**src/rtl/gbp_pkg.sv**
```systemverilog
// shared constants, types and tables for the gaussian beam profile pipeline
package gbp_pkg;

  // fixed point of the exponential and the quotients
  localparam int EXP_FRAC_BITS = 16;
  localparam int WBITS         = 30;

  // coordinate and product widths
  localparam int COORD_W = 24;
  localparam int DIFF_W  = COORD_W + 1;
  localparam int SQ_W    = 2 * COORD_W + 1;
  localparam int NUM_W   = SQ_W + 1;
  localparam int DEN_W   = 2 * COORD_W + 1;

  // long division: capped integer part plus one extra fraction bit
  localparam int QCAP_LOG  = 6;
  localparam int DIV_FRAC  = EXP_FRAC_BITS + 1;
  localparam int QB_W      = QCAP_LOG + DIV_FRAC;
  localparam int QUO_W     = QB_W + 1;
  localparam int REM_W     = DEN_W + QCAP_LOG + 1;
  localparam int DIV_STEPS = 1 + QB_W;

  // exponential unit
  localparam int ARG_W        = QUO_W;
  localparam int EXP_W        = EXP_FRAC_BITS + 1;
  localparam int TAYLOR_TERMS = 24;
  localparam int N_LIMIT_LOG  = 5;
  localparam int N_STEPS      = (1 << N_LIMIT_LOG) - 1;
  localparam int RECIP_SH     = 35;
  localparam int RECIP_W      = 35;
  localparam int M1_W         = 29;
  localparam logic [M1_W-1:0] EXP_M1_Q30 = 29'd395007542;

  // amplitudes, result and configuration
  localparam int AMP_W   = 24;
  localparam int OUT_W   = 25;
  localparam int OUT_MAX = 16777215;
  localparam int OUT_MIN = -16777216;
  localparam int CFG_W   = 48;
  localparam int CFG_A_W = 3;

  typedef enum logic [CFG_A_W-1:0] {
    CFG_SINGLE_MODE   = 3'd0,
    CFG_BEAM_RADIUS   = 3'd1,
    CFG_SHIFT_XY      = 3'd2,
    CFG_AMPLITUDE_ONE = 3'd3,
    CFG_AMPLITUDE_TWO = 3'd4,
    CFG_SIGMAS_ONE    = 3'd5,
    CFG_SIGMAS_TWO    = 3'd6
  } cfg_reg_t;

  // ceil(2^35 / k), exact floor division for 30-bit dividends
  function automatic logic [RECIP_W-1:0] recip_q35(input logic [4:0] k);
    logic [RECIP_W-1:0] m;
    unique case (k)
      5'd2:    m = 35'd17179869184;
      5'd3:    m = 35'd11453246123;
      5'd4:    m = 35'd8589934592;
      5'd5:    m = 35'd6871947674;
      5'd6:    m = 35'd5726623062;
      5'd7:    m = 35'd4908534053;
      5'd8:    m = 35'd4294967296;
      5'd9:    m = 35'd3817748708;
      5'd10:   m = 35'd3435973837;
      5'd11:   m = 35'd3123612579;
      5'd12:   m = 35'd2863311531;
      5'd13:   m = 35'd2643056798;
      5'd14:   m = 35'd2454267027;
      5'd15:   m = 35'd2290649225;
      5'd16:   m = 35'd2147483648;
      5'd17:   m = 35'd2021161081;
      5'd18:   m = 35'd1908874354;
      5'd19:   m = 35'd1808407283;
      5'd20:   m = 35'd1717986919;
      5'd21:   m = 35'd1636178018;
      5'd22:   m = 35'd1561806290;
      5'd23:   m = 35'd1493901669;
      5'd24:   m = 35'd1431655766;
      default: m = '0;
    endcase
    return m;
  endfunction

endpackage

```
**src/rtl/gbp_div.sv**
```systemverilog
// pipelined restoring divider, a cap check stage, then one quotient bit per stage, integer part capped
module gbp_div (
  input  logic                        clk,
  input  logic                        rst,
  input  logic                        en,
  input  logic                        in_valid,
  input  logic [gbp_pkg::NUM_W-1:0]   num,
  input  logic [gbp_pkg::DEN_W-1:0]   den,
  output logic                        out_valid,
  output logic [gbp_pkg::QUO_W-1:0]   quo
);

  localparam int STEPS = gbp_pkg::DIV_STEPS;
  localparam int REM_W = gbp_pkg::REM_W;
  localparam int QB_W  = gbp_pkg::QB_W;
  localparam int QCAP  = gbp_pkg::QCAP_LOG;

  logic              vld  [1:STEPS];
  logic              cap  [1:STEPS];
  logic [REM_W-1:0]  rem  [1:STEPS];
  logic [QB_W-1:0]   bits [1:STEPS];

  logic [REM_W-1:0] den_ext;
  assign den_ext = REM_W'(den);

  for (genvar s = 0; s < STEPS; s++) begin : g_step
    logic             vld_cur;
    logic             cap_cur;
    logic [REM_W-1:0] rem_cur;
    logic [QB_W-1:0]  bits_cur;
    logic             cap_next;
    logic [REM_W-1:0] rem_next;
    logic [QB_W-1:0]  bits_next;

    if (s == 0) begin : g_src
      assign vld_cur  = in_valid;
      assign cap_cur  = 1'b0;
      assign rem_cur  = REM_W'(num);
      assign bits_cur = '0;
    end else begin : g_src
      assign vld_cur  = vld[s];
      assign cap_cur  = cap[s];
      assign rem_cur  = rem[s];
      assign bits_cur = bits[s];
    end

    if (s == 0) begin : g_op
      // quotient of 64 or more saturates
      always_comb begin
        cap_next  = rem_cur >= (den_ext << QCAP);
        rem_next  = rem_cur;
        bits_next = bits_cur;
      end
    end else if (s <= QCAP) begin : g_op
      // integer bits, divisor aligned
      logic [REM_W-1:0] trial;
      logic             ge;
      always_comb begin
        trial     = den_ext << (QCAP - s);
        ge        = rem_cur >= trial;
        cap_next  = cap_cur;
        rem_next  = ge ? rem_cur - trial : rem_cur;
        bits_next = {bits_cur[QB_W-2:0], ge};
      end
    end else begin : g_op
      // fraction bits
      logic [REM_W-1:0] sh;
      logic             ge;
      always_comb begin
        sh        = rem_cur << 1;
        ge        = sh >= den_ext;
        cap_next  = cap_cur;
        rem_next  = ge ? sh - den_ext : sh;
        bits_next = {bits_cur[QB_W-2:0], ge};
      end
    end

    always_ff @(posedge clk) begin
      if (rst) begin
        vld[s+1] <= 1'b0;
      end else if (en) begin
        vld[s+1] <= vld_cur;
      end
    end

    always_ff @(posedge clk) begin
      if (en) begin
        cap[s+1]  <= cap_next;
        rem[s+1]  <= rem_next;
        bits[s+1] <= bits_next;
      end
    end
  end

  assign out_valid = vld[STEPS];
  assign quo = cap[STEPS] ? (gbp_pkg::QUO_W'(1) << QB_W) : {1'b0, bits[STEPS]};

endmodule

```
**config.mk**
```make
export PLATFORM = sky130hd
export DESIGN_NAME = gbp_div
export DESIGN_NICKNAME = d
export VERILOG_FILES = /design/src/rtl/gbp_pkg.sv /design/src/rtl/gbp_div.sv
export SDC_FILE = /design/constraint.sdc
export NUM_CORES = 2
export LEC_CHECK = 0
export BUFFER_PORTS_ARGS = -buffer_cell sky130_fd_sc_hd__buf_4
export CORE_MARGIN = 10
export CORE_UTILIZATION = 30
export CTS_CLUSTER_DIAMETER = 60
export DETAILED_ROUTE_END_ITERATION = 16
export PLACE_DENSITY = 0.52
export SLEW_MARGIN = 0
export SYNTH_ARGS = -nofsm -noshare
export SYNTH_HDL_FRONTEND = slang
export SYNTH_SLANG_ARGS = --single-unit
```
**constraint.sdc**
```tcl
create_clock -name clk -period 11.3 [get_ports clk]
set_input_delay 1.695 -clock clk [delete_from_list [all_inputs] [get_ports clk]]
set_output_delay 1.695 -clock clk [all_outputs]
set_load 0.03 [all_outputs]
```
# After elaboration in Yosys (flattened, before gate mapping)
# Memories as Yosys holds them, arrays and structs flattened.
# Cells that the tools add are included.
[totals]
ff_bits = 0
latch_bits = 0
ramBits = 1944
mem_bits_ro = 0
inputBits = 103
output_inout_bits = 25
wordCells = 129
mem_count = 4
[memory_table]
columns = ["memory", "words", "word_bits", "read_ports", "rd_ports_with_merged_regs", "wr", "line", "source"]
rows = [
  ["rem", 24, 56, 23, 0, 24, "gbp_div.sv:20", "logic [REM_W-1:0] rem [1:STEPS];"],
  ["bits", 24, 23, 24, 0, 24, "gbp_div.sv:21", "logic [QB_W-1:0] bits [1:STEPS];"],
  ["cap", 24, 1, 24, 0, 24, "gbp_div.sv:19", "logic cap [1:STEPS];"],
  ["vld", 24, 1, 24, 0, 24, "gbp_div.sv:18", "logic vld [1:STEPS];"],
]
[classes]
n_addsub = 23
mul = 0
div_mod_pow = 0
order_cmp = 24
n_eq_ne = 0
shifts = 0
muxes = 54
n_bitwise = 24
reduce_logical = 0
[op_table]
columns = ["op", "n"]
rows = [
  ["56-bit 2-to-1 mux", 23],
  ["56-bit by 49-bit >= comparator with 1-bit output", 18],
  ["56-bit by 49-bit subtractor with 56-bit output", 18],
  ["56-bit by 50-bit >= comparator with 1-bit output", 1],
  ["56-bit by 51-bit >= comparator with 1-bit output", 1],
  ["56-bit by 52-bit >= comparator with 1-bit output", 1],
  ["56-bit by 53-bit >= comparator with 1-bit output", 1],
  ["56-bit by 54-bit >= comparator with 1-bit output", 1],
  ["56-bit by 50-bit subtractor with 56-bit output", 1],
  ["56-bit by 51-bit subtractor with 56-bit output", 1],
  ["56-bit by 52-bit subtractor with 56-bit output", 1],
  ["56-bit by 53-bit subtractor with 56-bit output", 1],
  ["56-bit by 54-bit subtractor with 56-bit output", 1],
  ["50-bit by 55-bit >= comparator with 1-bit output", 1],
  ["1-bit 2-to-1 mux", 30],
  ["24-bit 2-to-1 mux", 1],
  ["1-bit bitwise OR", 24],
]

# Logic depth before layout (Yosys ltp)
[depth]
ltp_word = 4
ltp_mapped = 19
ltp_nobuf = 16

# Least setup slack after synthesis
# No wires, ideal clock.
[synth_timing]
kind = "input to register"
start = "input den[0] (netlist name)"
end = "register, netlist name rem[1][225]"
setup_ns = 0.260
arrival_time_ns = 6.665
t_required_ns = 11.040
path_slack_ns = 4.375
cell_stages = 15
n_path_buf = 4
cell_sequence = "buf_2 clkbuf_1 inv_1 clkbuf_1 fa_1 a21oi_1 nor2_1 a211oi_1 o41ai_1 a31oi_1 o21ai_1 a31oi_1 o31ai_1 buf_2 mux2_2"
[synth_lines]
columns = ["element", "line", "source"]
rows = [
  ["start, declared", "gbp_div.sv:8", "input logic [gbp_pkg::DEN_W-1:0] den,"],
]

==> summary.md <==
| Metric | Value |
|---|---|
| Clk root buf | `clkbuf_16` |
| Num Clock Sinks | `1589` |
| CP endpoint kind | `register` |
| Area growth, synth to finish | `11.9%` |
| Cells after synthesis | `~13000` |
| Share of flip-flops with an asynchronous set or reset | `0%` |
| Worst stage delay on the critical path | `860 ps` |
| Fin util | `between 30% and 40%` |
| DR vias | `101000` |
| Initial DRT Pass Iterations | `6` |
| Status | `completed` |
| Fin Setup TNS | `0 ps` |
| Reg clk slew, reported paths | `60 ps` |
| Ports | `128` |
| Hold Path Stages | `0` |
| Int Pwr | `22700 uW` |
| R2r setup slk | `a little under 6000 ps` |
| Sw Share | `42.4%` |
| Die area | `0.438 mm2` |
| Port buffer count | `127` |
| Total wire length | `393 mm` |
| Sequential cell area fraction in the yosys report | `38.6%` |
| Initial core utilization | `a little under a third` |
| Gate power share | `a little over half` |
| R2r worst-path depth | `17` |
| Min-delay src | `bits[1][54]` |
| Slew HR | `around 16%` |
| PostCTS Resize Cnt | `0` |
| Pins Over Slew Limit | `0` |
| Area share of the largest cell type after synthesis | `38.6%` |
| PwrDens | `285 mW/mm2` |
| Rows | `approximately 240` |
| Die height | `662 um` |
| Worst Clk Skew | `73.9 ps` |
| Post-synth cell types | `between 90 and 100` |
| First-pass GRT wire length | `594 mm` |
| All-Layer GR Usage | `17.2%` |
| Top_reg_cell synth | `edfxtp_1` |
| Unrepaired setup endpoints after global routing | `no` |
| # setup viols final | `0` |
| Critical Path Start Type | `input pin` |
| Synth area leader | `edfxtp_1` |
| P_leak | `about 0.054 uW` |
| Width of the die | `662 um` |
| Slowest cell on crit path | `nor3_1` |
| H-tree depth | `4` |
| Max-Cap Viols | `0` |
| Synthesis Warnings | `0` |
| Reg power frac | `29.4%` |
| CTS max path bufs | `4` |
| Final worst setup slack | `4550 ps` |
| Core area | `0.410 mm2` |
| Final hold violation count | `0` |
| Cell with the most instances after synthesis | `edfxtp_1` |
| WHS Endpoint | `bits[1][78]` |
| Flops & latches, synth | `1589` |
| Largest net degree at the start of global routing | `181` |
| Min cycle time layout | `6750 ps` |
| Layout cells sized above 1 | `~7.8%` |
| Critical Path RT | `between 10000 and 15000 ps` |
| Critical Path AT | `7440 ps` |
| Remaining antenna violation count | `0` |
| Top cells by area, synth | `edfxtp_1 39%, ha_1 12%, a21oi_1 6.1%` |
| HPWL Detailed | `304 mm` |
| Syn nets | `14500` |
| DRC errors left | `0` |
| Crit path cell chain | `buf_4 > clkinv_2 > fa_1 > a211oi_1 > o21bai_1 > o211ai_1 > a2111oi_0 > nor3_1 > o31ai_1 > a211o_1 > o21bai_1 > a21oi_4 > buf_4 > mux2_2` |
| Initial antenna violation count | `9` |
| Net Switching | `16800 uW` |
| Drt first-iter violations | `8473` |
| Num CTS Buffers | `233` |
| Max Freq | `148 MHz` |
| Final-stage net count | `around 14000` |
| Cts hold-fix bufs | `0` |
| Filler cells | `42000` |
| Worst flop-to-flop path startpoint | `rem[0][226]` |
| CP Class | `in -> reg` |
| Vias in the first global route | `95900` |
| Total grt overflow | `0` |
| Worst slew pin tran | `1250 ps` |
| Final period util | `~60%` |
| Place WS | `around 3700 ps` |
| Clk_lat worst skew | `around 940 ps` |
| Commonest cells post-synth | `1589 x edfxtp_1, 1497 x a21oi_1, 1218 x nand2_1` |
| Drt wl/cell | `20.9 um` |
| Post-Syn Area | `about 0.12 mm2` |
| Avg Synthesized Cell Area | `9.38 um2` |
| DR vias/cell | `5.38` |
| Number of flops mapped to enable cells by yosys | `approximately 1600` |
| RR Endpoint | `rem[0][311]` |
| Top Family by Delay on Critical Path | `compound AO/OA/AOI/OAI gates` |
| Peak VDD IR | `142 uV` |
| Routability congestion estimate | `0.890` |
| CTS tree | `done` |
| Buf/Inv on CP | `3` |
| Crit Path Max Fanout | `99` |
| Postcts setup bufs | `0` |
| Clock share of power | `18.4%` |
| Hold Path Class | `reg -> reg` |
[power by group through the flow]
stage / clock network [uW] / logic, uW / registers [uW]
floorplan: 0 / 15700 / 10700
global placement: 0 / 20300 / 11800
detailed placement: 0 / 20200 / 11700
CTS: 7540 / 20400 / 11600
global route: 7760 / 22900 / 11800
finish: 7280 / 20600 / 11600
[layer usage]
| metal | global-route usage (%) | up-vias | wire, um | part of all wire [%] |
|---|---|---|---|---|
| li1 | - | 49700 | - | - |
| met1 | 23.7 | 48300 | 183000 | 46 |
| met2 | 28.2 | 2524 | 179000 | 45 |
| met3 | 2.09 | 544 | 19200 | 4.9 |
| met4 | 4.82 | 2 | 12500 | 3.2 |
| met5 | 0 | - | 13 | 0.0033 |
[state kept, by name, summed over array words and instances, names as in the netlist]
name,flops
bits,276
vld,24
cap,24
rem,1265
[worst max path at each step]
stage	endpoint	slack, ps	cells after the start	startpoint
detailed placement	rem[1][13]	3690	14	den[0]
global placement	rem[0][303]	3660	18	den[0]
floorplan	rem[1][225]	4380	15	den[0]
finish	rem[1][1]	4550	14	den[0]
global route	rem[1][199]	4260	15	den[0]
CTS	rem[1][199]	4680	15	den[0]
[per-stage QoR]
step | power, uW | cells | hold WS [ps] | cell area [um2]
detailed placement | 31900 | 18400 | 405 | 131000
global placement | 32000 | 18400 | 400 | 131000
global route | 42400 | 18800 | 412 | 138000
CTS | 39500 | 18800 | 412 | 138000
finish | 39500 | 18800 | 409 | 138000
floorplan | 26300 | 13200 | 400 | 124000
[layout make-up]
type	count	area (um2)	area share [%]
Timing Repair Buffer	258	2030	1.47
Inverter	344	1290	0.935
Clock inverter	164	1690	1.22
Antenna cell	11	27.5	0.0199
Sequential cell	1589	47700	34.5
Multi-Input combinational cell	10700	72800	52.6
Tap cell	5451	6820	4.93
Clock buffer	263	5990	4.33
[cells in the final DEF (no fill, tap or decap), drive strengths merged, types with 162 or more instances in the layout]
cell type / Yosys / routed
xnor2: 622 / 622
nand4: 270 / 270
inv: 343 / 388
clkbuf: 448 / 263
edfxtp: 1589 / 1589
ha: 1166 / 1166
a21oi: 1497 / 1497
buf: 95 / 258
nand3: 238 / 238
o21ai: 1107 / 1107
nor2b: 165 / 165
nand2: 1219 / 1219
xor2: 463 / 463
mux2: 225 / 225
nor2: 937 / 937
a21o: 762 / 762
nor3: 162 / 162
[cell families (layout without fill, tap and decap cells)]
kind of cell,after synthesis,count (layout),synth area share (%)
other,0,11,0
adder cells (fa/ha/maj),1188,1188,12.2
XOR/XNOR,1085,1085,7.68
AO/OA/AOI/OAI,4555,4555,22.8
buffers and inverters,887,1029,2.74
AND/OR/NAND/NOR,3650,3650,13.9
multiplexers,231,231,2.10
flip-flops,1589,1589,38.6
[worst reg2reg max path, cell delays in order (launching register included)]
cell	delay [ps]
edfxtp_1	400
inv_1	70
ha_1	160
inv_1	60
fa_1	420
a211oi_1	320
o21ai_0	160
or3b_1	250
nand2_1	80
a221oi_1	780
o31ai_1	160
buf_4	210
o21ai_0	190
nand2_1	130
a31oi_2	760
inv_2	110
buf_4	400
mux2_2	470
Power figures use the tool's default switching activity.
